## src/hw/rtl/wmd_pkg.sv

```systemverilog
// Shared types and constants for the waveform min/max decimator.
// No dependencies; imported by every module of the block.
`timescale 1ns / 1ps
`default_nettype none

package wmd_pkg;

    localparam int CFG_IDX_W = 2;

    // Configuration register indexes
    localparam logic [CFG_IDX_W-1:0] CFG_IDX_SPP_WHOLE   = 2'd0;
    localparam logic [CFG_IDX_W-1:0] CFG_IDX_SPP_FRAC    = 2'd1;
    localparam logic [CFG_IDX_W-1:0] CFG_IDX_PIXEL_COUNT = 2'd2;

    localparam logic [15:0] SPP_WHOLE_RESET   = 16'd1;
    localparam logic [15:0] SPP_FRAC_RESET    = 16'd0;
    localparam logic [12:0] PIXEL_COUNT_RESET = 13'd1024;

    localparam logic signed [15:0] SAMPLE_MAX = 16'sh7FFF;
    localparam logic signed [15:0] SAMPLE_MIN = 16'sh8000;

    // 1.0 in 16.16 fixed point
    localparam logic [16:0] FRAC_ONE = 17'h10000;

    typedef struct packed {
        logic signed [15:0] sample;
        logic               end_of_data;
    } sample_t;

    typedef struct packed {
        logic signed [15:0] pixel_min;
        logic signed [15:0] pixel_max;
        logic               last_pixel;
    } pixel_t;

    typedef struct packed {
        logic [15:0] spp_whole;
        logic [15:0] spp_frac;
        logic [12:0] pixel_count;
    } cfg_t;

endpackage : wmd_pkg

`default_nettype wire

```

## src/hw/rtl/wmd_cfg_regs.sv

```systemverilog
// Configuration register file: pixel width (16.16) and pixel count.
// Depends on wmd_pkg.
`timescale 1ns / 1ps
`default_nettype none

module wmd_cfg_regs
    import wmd_pkg::*;
(
    input  wire logic                 clk,
    input  wire logic                 rst_n,
    input  wire logic                 cfg_write,
    input  wire logic [CFG_IDX_W-1:0] cfg_index,
    input  wire logic [15:0]          cfg_data,
    output cfg_t                      cfg
);

    cfg_t cfg_reg;

    always_ff @(posedge clk or negedge rst_n)
    begin
        if (!rst_n)
        begin
            cfg_reg.spp_whole   <= SPP_WHOLE_RESET;
            cfg_reg.spp_frac    <= SPP_FRAC_RESET;
            cfg_reg.pixel_count <= PIXEL_COUNT_RESET;
        end
        else if (cfg_write)
        begin
            case (cfg_index)
                CFG_IDX_SPP_WHOLE:   cfg_reg.spp_whole   <= cfg_data;
                CFG_IDX_SPP_FRAC:    cfg_reg.spp_frac    <= cfg_data;
                CFG_IDX_PIXEL_COUNT: cfg_reg.pixel_count <= cfg_data[12:0];
                default:             ;  // unmapped index, write ignored
            endcase
        end
    end

    assign cfg = cfg_reg;

endmodule : wmd_cfg_regs

`default_nettype wire

```

## src/hw/rtl/wmd_pixel_engine.sv

```systemverilog
// Per-sample min/max tracking, pixel width accounting and column adjustment.
// Depends on wmd_pkg. Result is combinational; caller registers it.
`timescale 1ns / 1ps
`default_nettype none

module wmd_pixel_engine
    import wmd_pkg::*;
#(
    parameter int MAX_PIXELS = 4096
)
(
    input  wire logic    clk,
    input  wire logic    rst_n,
    input  wire logic    step,
    input  wire sample_t item,
    input  wire cfg_t    cfg,
    output logic         emit,
    output pixel_t       result
);

    localparam int CNT_W = $clog2(MAX_PIXELS + 1);
    localparam int CMP_W = (CNT_W > 13) ? CNT_W : 13;
    localparam logic [CMP_W-1:0] MAX_PIX_C = CMP_W'(MAX_PIXELS);

    logic signed [15:0] running_min_reg, running_min_next;
    logic signed [15:0] running_max_reg, running_max_next;
    logic [16:0]        samples_in_pixel_reg, samples_in_pixel_next;
    logic [16:0]        pixel_target_reg, pixel_target_next;
    logic [16:0]        fraction_error_reg, fraction_error_next;
    logic signed [15:0] previous_min_reg, previous_min_next;
    logic signed [15:0] previous_max_reg, previous_max_next;
    logic [CNT_W-1:0]   pixels_emitted_reg, pixels_emitted_next;

    logic [CMP_W-1:0]   pc_ext;
    logic [CMP_W-1:0]   limit;
    logic [CMP_W-1:0]   pe_ext;
    logic               frame_full;
    logic               pixel_start;
    logic               frac_over;
    logic [16:0]        target_new;
    logic [16:0]        target_cur;
    logic signed [15:0] base_min;
    logic signed [15:0] base_max;
    logic signed [15:0] new_min;
    logic signed [15:0] new_max;
    logic [16:0]        count_inc;
    logic signed [15:0] adj_min;
    logic signed [15:0] adj_max;
    logic               last;

    always_comb
    begin
        pc_ext     = CMP_W'(cfg.pixel_count);
        limit      = (pc_ext > MAX_PIX_C) ? MAX_PIX_C : pc_ext;
        pe_ext     = CMP_W'(pixels_emitted_reg);
        frame_full = (pe_ext >= limit);

        pixel_start = (samples_in_pixel_reg == 17'd0);
        frac_over   = (fraction_error_reg > FRAC_ONE);
        target_new  = 17'(cfg.spp_whole) + 17'(frac_over);
        if (target_new == 17'd0)
            target_new = 17'd1;
        target_cur = pixel_start ? target_new : pixel_target_reg;

        base_min = pixel_start ? SAMPLE_MAX : running_min_reg;
        base_max = pixel_start ? SAMPLE_MIN : running_max_reg;
        new_min  = (item.sample < base_min) ? item.sample : base_min;
        new_max  = (item.sample > base_max) ? item.sample : base_max;
        count_inc = samples_in_pixel_reg + 17'd1;

        // Pull the column toward the previous one so drawn columns touch.
        adj_min = new_min;
        adj_max = new_max;
        if (pixels_emitted_reg != '0)
        begin
            if (new_min > previous_max_reg)
                adj_min = previous_max_reg + 16'sd1;
            if (new_max < previous_min_reg)
                adj_max = previous_min_reg - 16'sd1;
        end
        last = item.end_of_data || ((pe_ext + CMP_W'(1)) >= limit);

        emit = !frame_full && ((count_inc >= target_cur) || item.end_of_data);
        result.pixel_min  = adj_min;
        result.pixel_max  = adj_max;
        result.last_pixel = last;

        running_min_next      = running_min_reg;
        running_max_next      = running_max_reg;
        samples_in_pixel_next = samples_in_pixel_reg;
        pixel_target_next     = pixel_target_reg;
        fraction_error_next   = fraction_error_reg;
        previous_min_next     = previous_min_reg;
        previous_max_next     = previous_max_reg;
        pixels_emitted_next   = pixels_emitted_reg;

        if (!frame_full)
        begin
            if (pixel_start)
            begin
                pixel_target_next   = target_new;
                fraction_error_next = (frac_over ? (fraction_error_reg - FRAC_ONE)
                                                 : fraction_error_reg)
                                      + 17'(cfg.spp_frac);
            end
            if (emit)
            begin
                previous_min_next     = adj_min;
                previous_max_next     = adj_max;
                pixels_emitted_next   = pixels_emitted_reg + CNT_W'(1);
                samples_in_pixel_next = 17'd0;
                running_min_next      = SAMPLE_MAX;
                running_max_next      = SAMPLE_MIN;
            end
            else
            begin
                samples_in_pixel_next = count_inc;
                running_min_next      = new_min;
                running_max_next      = new_max;
            end
        end

        // End of data restarts the frame, full or not.
        if (item.end_of_data)
        begin
            running_min_next      = SAMPLE_MAX;
            running_max_next      = SAMPLE_MIN;
            samples_in_pixel_next = 17'd0;
            pixel_target_next     = 17'd0;
            fraction_error_next   = 17'd0;
            previous_min_next     = 16'sd0;
            previous_max_next     = 16'sd0;
            pixels_emitted_next   = '0;
        end
    end

    always_ff @(posedge clk or negedge rst_n)
    begin
        if (!rst_n)
        begin
            running_min_reg      <= SAMPLE_MAX;
            running_max_reg      <= SAMPLE_MIN;
            samples_in_pixel_reg <= 17'd0;
            pixel_target_reg     <= 17'd0;
            fraction_error_reg   <= 17'd0;
            previous_min_reg     <= 16'sd0;
            previous_max_reg     <= 16'sd0;
            pixels_emitted_reg   <= '0;
        end
        else if (step)
        begin
            running_min_reg      <= running_min_next;
            running_max_reg      <= running_max_next;
            samples_in_pixel_reg <= samples_in_pixel_next;
            pixel_target_reg     <= pixel_target_next;
            fraction_error_reg   <= fraction_error_next;
            previous_min_reg     <= previous_min_next;
            previous_max_reg     <= previous_max_next;
            pixels_emitted_reg   <= pixels_emitted_next;
        end
    end

endmodule : wmd_pixel_engine

`default_nettype wire

```

## src/hw/rtl/waveform_minmax_decimator_top.sv

```systemverilog
// Waveform min/max decimator, top level. Uses wmd_pkg, wmd_cfg_regs, wmd_pixel_engine.
// An accepted sample shows its pixel (if any) on out_* via input reg, engine, result reg.
// Throughput: one sample per cycle, set by the compare/update in the engine;
// input stalls only while a pixel sits in the result register with out_ready low.
// Reset (rst_n low, async): registers to 1 / 0 / 1024, frame state cleared, both
// pipeline stages empty. No clearing pass; ready comes up on the first cycle.
`timescale 1ns / 1ps
`default_nettype none

module waveform_minmax_decimator_top
    import wmd_pkg::*;
#(
    parameter int MAX_PIXELS = 4096
)
(
    input  wire logic                 clk,
    input  wire logic                 rst_n,

    // sample stream
    input  wire logic                 in_valid,
    output logic                      in_ready,
    input  wire sample_t              in_data,

    // pixel stream
    output logic                      out_valid,
    input  wire logic                 out_ready,
    output pixel_t                    out_data,

    // register writes
    input  wire logic                 cfg_valid,
    output logic                      cfg_ready,
    input  wire logic [CFG_IDX_W-1:0] cfg_index,
    input  wire logic [15:0]          cfg_data
);

    // Register writes must arrive only while idle; not enforced here. All are taken.
    cfg_t cfg;

    assign cfg_ready = 1'b1;

    wmd_cfg_regs u_cfg_regs (
        .clk       (clk),
        .rst_n     (rst_n),
        .cfg_write (cfg_valid && cfg_ready),
        .cfg_index (cfg_index),
        .cfg_data  (cfg_data),
        .cfg       (cfg)
    );

    // Pipeline: input register -> engine (comb) -> result register.
    // The result register is a plain valid/data slot. The staged sample moves
    // through the engine only when that slot is empty or being drained this
    // cycle, whether or not it closes a pixel, so a pixel the receiver has not
    // taken holds the input back for as long as out_ready stays low.
    logic    s1_valid_reg;
    sample_t s1_data_reg;
    logic    out_valid_reg;
    pixel_t  out_data_reg;

    logic    out_free;
    logic    s1_advance;
    logic    eng_emit;
    pixel_t  eng_result;

    assign out_free   = !out_valid_reg || out_ready;
    assign s1_advance = s1_valid_reg && out_free;
    assign in_ready   = !s1_valid_reg || out_free;

    always_ff @(posedge clk or negedge rst_n)
    begin
        if (!rst_n)
            s1_valid_reg <= 1'b0;
        else if (in_ready)
            s1_valid_reg <= in_valid;
    end

    always_ff @(posedge clk)
    begin
        if (in_ready && in_valid)
            s1_data_reg <= in_data;
    end

    // State updates only on the cycle the staged sample moves on.
    wmd_pixel_engine #(
        .MAX_PIXELS (MAX_PIXELS)
    ) u_engine (
        .clk    (clk),
        .rst_n  (rst_n),
        .step   (s1_advance),
        .item   (s1_data_reg),
        .cfg    (cfg),
        .emit   (eng_emit),
        .result (eng_result)
    );

    always_ff @(posedge clk or negedge rst_n)
    begin
        if (!rst_n)
            out_valid_reg <= 1'b0;
        else if (out_free)
            out_valid_reg <= s1_advance && eng_emit;
    end

    always_ff @(posedge clk)
    begin
        if (s1_advance && eng_emit)
            out_data_reg <= eng_result;
    end

    assign out_valid = out_valid_reg;
    assign out_data  = out_data_reg;

endmodule : waveform_minmax_decimator_top

`default_nettype wire
```

## config.mk

```make
export PLATFORM = sky130hd
export DESIGN_NAME = waveform_minmax_decimator_top
export DESIGN_NICKNAME = d
export VERILOG_FILES = /design/src/hw/rtl/wmd_pkg.sv /design/src/hw/rtl/wmd_cfg_regs.sv /design/src/hw/rtl/wmd_pixel_engine.sv /design/src/hw/rtl/waveform_minmax_decimator_top.sv
export SDC_FILE = /design/constraint.sdc
export NUM_CORES = 1
export LEC_CHECK = 0
export BUFFER_PORTS_ARGS = -buffer_cell sky130_fd_sc_hd__buf_2
export CORE_MARGIN = 2
export CORE_UTILIZATION = 55
export CTS_CLUSTER_DIAMETER = 150
export DETAILED_ROUTE_END_ITERATION = 12
export PLACE_DENSITY_LB_ADDON = 0.25
export REMOVE_ABC_BUFFERS = 1
export SYNTH_ARGS = -nofsm -noshare
export SYNTH_HDL_FRONTEND = slang
export SYNTH_SLANG_ARGS = --single-unit
```

## constraint.sdc

```tcl
create_clock -name clk -period 17.69 [get_ports clk]
set_clock_uncertainty 0.2 [all_clocks]
set_input_delay 2.6535 -clock clk [delete_from_list [all_inputs] [get_ports clk]]
set_output_delay 2.6535 -clock clk [all_outputs]
set_load 0.01 [all_outputs]
```

# --- Word-level counts from Yosys, hierarchy flattened ---
# Cells that the tools add are included.
totals:
  regBits: 225
  in_bits: 40
  elab_cells: 95
op_classes:
  order_cmp: 9
  addsub: 7
  reduce_logical: 23
  n_mux: 35
  eq_ne: 3
op_table:
  columns: ["op", "n"]
  rows:
  - ["16-bit 2-to-1 mux", 20]
  - ["17-bit 2-to-1 mux", 11]
  - ["13-bit 2-to-1 mux", 4]
  - ["17-bit logical NOT", 2]
  - ["16-bit greater-than comparator", 2]
  - ["16-bit less-than comparator", 2]
  - ["13-bit >= comparator", 2]
  - ["16-bit by 1-bit adder with 17-bit output", 1]
  - ["17-bit by 1-bit adder with 17-bit output, second input constant", 1]
  - ["17-bit by 16-bit adder with 17-bit output", 1]
  - ["17-bit >= comparator", 1]
  - ["17-bit greater-than comparator, second input constant", 1]
  - ["17-bit subtractor, second input constant", 1]
  - ["16-bit by 2-bit adder with 16-bit output, second input constant", 1]
  - ["16-bit by 2-bit subtractor with 16-bit output, second input constant", 1]
  - ["13-bit by 1-bit adder with 13-bit output, second input constant", 1]
  - ["13-bit greater-than comparator, second input constant", 1]
  - ["13-bit nonzero test", 1]
  - ["2-bit AND reduction", 4]
  - ["3-bit AND reduction", 2]
  - ["1-bit logical AND", 4]
  - ["1-bit logical OR", 4]
  - ["2-bit nonzero test", 2]
  - ["1-bit logical NOT", 3]
  - ["4 further kinds", 4]

# --- Logic depth before layout (Yosys ltp) ---
logic_depth:
  word_depth: 11
  mapped_depth: 29

# --- By module ---
# From an unflattened synthesis, not the netlist that was laid out.
unflattened:
  hier_cells: 1430
  hier_area_um2: 14234.9
modules_own_cells:
  columns: ["module", "seq_area_each_um2", "area_per_inst_um2", "instances", "cells_per_inst"]
  rows:
  - ["wmd_pixel_engine", 3223.1, 10911.7, 1, 1272]
  - ["wmd_cfg_regs", 1128.6, 1699.1, 1, 96]
  - ["waveform_minmax_decimator_top", 1551.5, 1624.1, 1, 62]

# --- Worst setup path before layout ---
# OpenSTA, ideal clock, no wires.
synth_path:
  path_kind: "in2out"
  from: "input out_ready"
  to: "output in_ready"
  t_arrival_ns: 2.862
  setup_slack_ns: 11.974
  stages: 1
  cell_sequence: "nand3b_1"
synth_via:
  elab_chain_len: 2
synth_rtl:
  columns: ["element", "line_no", "source"]
  rows:
  - ["from (decl)", "waveform_minmax_decimator_top.sv:26", "input wire logic out_ready,"]
  - ["1-bit logical OR", "waveform_minmax_decimator_top.sv:65", "assign out_free = !out_valid_reg || out_ready;"]
  - ["1-bit logical OR", "waveform_minmax_decimator_top.sv:67", "assign in_ready = !s1_valid_reg || out_free;"]
  - ["to (decl)", "waveform_minmax_decimator_top.sv:21", "output logic in_ready,"]
# Every way passes these cells.

# --- Worst setup path after layout ---
layout_path:
  from: "register u_engine.samples_in_pixel_reg[0]"
  to: "register u_engine.previous_max_reg[10]"
layout_via:
  elab_chain_len: 10
  word_cells_on_any_way: 17
layout_rtl:
  columns: ["element", "line_no", "source"]
  rows:
  - ["from (decl)", "wmd_pixel_engine.sv:27", "logic [16:0] samples_in_pixel_reg, samples_in_pixel_next;"]
  - ["from (signal assigned)", "wmd_pixel_engine.sv:154", "samples_in_pixel_reg <= samples_in_pixel_next;"]
  - ["17-bit logical NOT", "wmd_pixel_engine.sv:58", "pixel_start = (samples_in_pixel_reg == 17'd0);"]
  - ["16-bit 2-to-1 mux", "wmd_pixel_engine.sv:66", "base_max = pixel_start ? SAMPLE_MIN : running_max_reg;"]
  - ["16-bit greater-than comparator", "wmd_pixel_engine.sv:68", "new_max = (item.sample > base_max) ? item.sample : base_max;"]
  - ["16-bit 2-to-1 mux", "wmd_pixel_engine.sv:68", null]
  - ["16-bit less-than comparator", "wmd_pixel_engine.sv:78", "if (new_max < previous_min_reg)"]
  - ["16-bit 2-to-1 mux", "wmd_pixel_engine.sv:78", null]
  - ["16-bit 2-to-1 mux", "wmd_pixel_engine.sv:74", "if (pixels_emitted_reg != '0)"]
  - ["16-bit 2-to-1 mux", "wmd_pixel_engine.sv:106", "if (emit)"]
  - ["16-bit 2-to-1 mux", "wmd_pixel_engine.sv:97", "if (!frame_full)"]
  - ["16-bit 2-to-1 mux", "wmd_pixel_engine.sv:124", "if (item.end_of_data)"]
  - ["to (signal assigned)", "wmd_pixel_engine.sv:158", "previous_max_reg <= previous_max_next;"]
  - ["to (decl)", "wmd_pixel_engine.sv:31", "logic signed [15:0] previous_max_reg, previous_max_next;"]
# Parallel ways exist; a longest one is shown, timed or not. The select of a mux whose other input is x is not followed.
# A chain may end at the register's enable or synchronous reset.

==> results.txt <==
Antenna violations before repair: 0
Vias in the first global route: 10,720
Post-synth top flop: dfrtp_1
CTS root buf: clkbuf_16
Reg2Reg Setup Slack: 9.96 ns
Fmax: 129.4 MHz
Status: finished clean
Clk sink count: 225
Detail Route Antenna Nets: 0
I/O Pins: 76
Diodes inserted: 0
Final wirelength: 35,310 microns
CP Buf/Inv Count: 2
Pwr dens: 142.6 nW/um^2
Hold Path Class: flip-flop to flip-flop
Global-route wire length before repair: 56,770 microns
Area growth syn-to-layout: 11.69%
Via count: 11,090
Residual DRC: 0
Port bufs: 74
Crit-path slowest cell: nor2_1
CTS tree: yes
H-tree levels: 1
Post-CTS Resized: 0
Largest net degree at the start of global routing: 109
CP endpoint kind: flip-flop
Hold-fix buffers, CTS: 0
DR pass1 iterations: 5
Worst slew pin tran: 1.053 ns
Core area: 25,250 sq um
Post-DP HPWL: 25,410 microns
Slew HR: 29.81%
Register area share after synthesis: 41.55%
Leak: 7.083 nW
Post-synth EDFFs: 50
Hold EP: u_engine.pixel_target_reg[11]$_DFFE_PN0P_
Setup bufs post-CTS: 0
Num CTS Buffers: 27
Die ar.: 27,130 sq um
CP Class: flip-flop to flip-flop
Worst setup path startpoint: u_engine.samples_in_pixel_reg[0]$_DFFE_PN0P_
Tmin final: 7.726 ns
Post-synthesis xor/xnor area fraction: 4.562%
FF-to-FF path depth: 25
Number of synthesized register bits: 225
Yosys top cell area share: 27.65%
Dominant cell type by area after synthesis: dfrtp_1
Asr flop ratio synth: 77.78%
DRT iter0 DRCs: 827
Non-filler instance count after layout: 1,832
Worst skew pair latency: 0.54 ns
Tcrit/Tclk final: 43.67%
Critical Path AT: 7.96 ns
Max reg flops: 45
Avg Cell Area, Syn: 10.01 sq um
Worst Hold Depth: 2
Final Max Slew Viols: 0
Worst reg2reg endpoint: u_engine.previous_max_reg[10]$_DFFE_PN0P_
Fraction of layout cells with a size suffix above 1: 15.58%
Main combinational cell family by area after synthesis: compound AO/OA/AOI/OAI gates
Synth Area in Simple Gates: 13.41%
RSZ-0062 raised after global routing: false
Post-Synthesis Cells: 1,419
Max clock buf depth: 3
Synth area leaders: dfrtp_1, ha_1, edfxtp_1, mux2_2, dfstp_2
GRT Total Usage: 26.56%
Max-cap check violation count: 0
Post-Place Cells: 1,783
Synth Area in Compound Gates: 17.25%
Unique masters post-synth: 82
Final setup viols: 0
Row count: 58
Global route overflow: 0
Synthesized area: 14,210 sq um
Setup TNS Final: 0 ns
Mux cell area share after synthesis: 7.160%
Crit path max fanout: 36
Die width: 164.7 microns
Worst hold path startpoint: u_engine.pixel_target_reg[11]$_DFFE_PN0P_
Adder-cell share of the synthesized area: 11.50%
Nets: 1,652
Endpoints failing hold: 0
Via/cell ratio: 6.055
Die height: 164.7 microns
Initial Utilization: 56.26%
Reg clk slew, reported paths: 0.06 ns
RePlAce Congestion: 0.8954
DR WL/cell: 19.27 microns
Worst path max stage delay: 0.75 ns
Yosys warnings: 0
R2R Path Start: u_engine.samples_in_pixel_reg[0]$_DFFE_PN0P_
Critical Path Start Type: flip-flop
Worst IR Drop VDD: 0.0001304 V
Family with the most delay on the worst path: simple AND/OR/NAND/NOR gates
Data required, critical path: 17.92 ns
report_power, final:
group	total (mW)	switching (mW)	internal (mW)	leakage, nW
clock network	0.611	0.227	0.384	0.485
registers	0.781	0.112	0.669	2.70
logic	0.871	0.507	0.364	3.90
total	2.26	0.847	1.42	7.08
cells by family after synthesis:
group | count (synthesis)
AO/OA/AOI/OAI | 349
XOR/XNOR | 74
adder cells (fa/ha/maj) | 130
buffers and inverters | 163
flip-flops | 225
multiplexers | 93
other | 1
AND/OR/NAND/NOR | 384
cell usage after synthesis (all sizes together) (3+ instances only):
| cell type | n |
|---|---|
| buf | 19 |
| a2111oi | 5 |
| o21bai | 5 |
| dfrtp | 157 |
| inv | 109 |
| xor2 | 24 |
| nor2 | 79 |
| or3 | 8 |
| ha | 129 |
| a22o | 53 |
| and3 | 14 |
| o2111ai | 3 |
| nand3 | 46 |
| dfstp | 18 |
| nor2b | 8 |
| edfxtp | 50 |
| a21oi | 63 |
| mux2 | 53 |
| xnor2 | 50 |
| a211o | 4 |
| o22ai | 17 |
| o41ai | 3 |
| a211oi | 6 |
| nor3 | 24 |
| o31ai | 16 |
| clkbuf | 35 |
| a32o | 4 |
| nand2b | 16 |
| o221ai | 30 |
| mux2i | 40 |
| nor4 | 17 |
| o211ai | 6 |
| o21a | 12 |
| a21o | 20 |
| and2 | 19 |
| nand3b | 4 |
| nand4 | 23 |
| nand2 | 117 |
| o21ai | 82 |
routing by layer:
layer	part of all wire [%]	vias to the layer above	GRT usage [%]	wire length, microns
li1	-	5319	-	-
met1	43	5374	35.00	15280
met2	48	313	45.30	17090
met3	4.2	87	3.240	1497
met4	4.1	0	9.447	1450
met5	0	-	0	0
cell usage in the layout (no fill, tap or decap), types with 30 or more instances in the layout:
cell | netlist | layout
o221ai_1 | 30 | 30
o21ai_0 | 76 | 76
buf_2 | 8 | 73
mux2i_1 | 39 | 39
edfxtp_1 | 50 | 50
a22o_1 | 53 | 53
xnor2_1 | 50 | 50
nand2_1 | 116 | 116
mux2_2 | 51 | 51
nor2_1 | 79 | 78
ha_1 | 129 | 129
inv_1 | 109 | 109
a21oi_1 | 59 | 59
nand3_1 | 44 | 44
dfrtp_1 | 157 | 157
area by class of cell:
class                   instances  area, sq um
fillers                      2077         9387
well taps                     330        412.9
flip-flops and latches        225         5903
clock buffers                  33        738.2
clock inverters                16        244.0
inverters                     109        409.1
repair buffers                 88        481.7
multi-input cells            1031         7679
how the worst max path moves through the flow:
stage / endpoint / slack (ns) / depth (start not counted)
2_1_floorplan: u_engine.previous_max_reg[10]$_DFFE_PN0P_ / 10.80 / 25
3_3_place_gp: u_engine.previous_max_reg[3]$_DFFE_PN0P_ / 10.31 / 25
3_5_place_dp: u_engine.previous_max_reg[10]$_DFFE_PN0P_ / 10.03 / 25
4_1_cts: u_engine.previous_max_reg[10]$_DFFE_PN0P_ / 9.99 / 25
5_1_grt: u_engine.previous_max_reg[12]$_DFFE_PN0P_ / 9.17 / 25
6_report: u_engine.previous_max_reg[10]$_DFFE_PN0P_ / 9.96 / 25
per-stage QoR:
| stage | instance area, sq um | worst slack [ns] | power, mW | utilization (%) | hold slack, ns |
|---|---|---|---|---|---|
| 6_report | 15870 | 9.964 | 2.263 | 62.83 | 0.2762 |
| 3_5_place_dp | 14890 | 10.03 | 1.644 | 58.94 | 0.2627 |
| 4_1_cts | 15870 | 9.991 | 2.265 | 62.83 | 0.2798 |
| 5_1_grt | 15870 | 9.165 | 2.406 | 62.83 | 0.3020 |
| 2_1_floorplan | 13970 | 10.80 | 1.386 | - | 0.2418 |
| 3_3_place_gp | 14890 | 10.31 | 1.621 | 58.94 | 0.2559 |
worst reg2reg max path, cell delays in order, from the launching register on:
cell and delay (ns):
dfrtp_1 0.44, inv_1 0.10, ha_1 0.14, nor4b_2 0.21
and4_1 0.73, nor2_1 0.20, ha_1 0.71, nand4_2 0.31
nor3_2 0.08, a21boi_2 0.18, nor2_1 0.75, nand2_1 0.55
o22ai_1 0.24, o21ai_0 0.09, o21ai_0 0.27, inv_1 0.10
ha_1 0.31, a21o_1 0.16, a21oi_1 0.14, o21ai_0 0.10
a31o_2 0.27, nor4_1 0.33, nand3_2 0.15, nand3_4 0.31
nand2_2 0.27, o221ai_1 0.28
No activity file was read; power rests on OpenSTA's default activity.
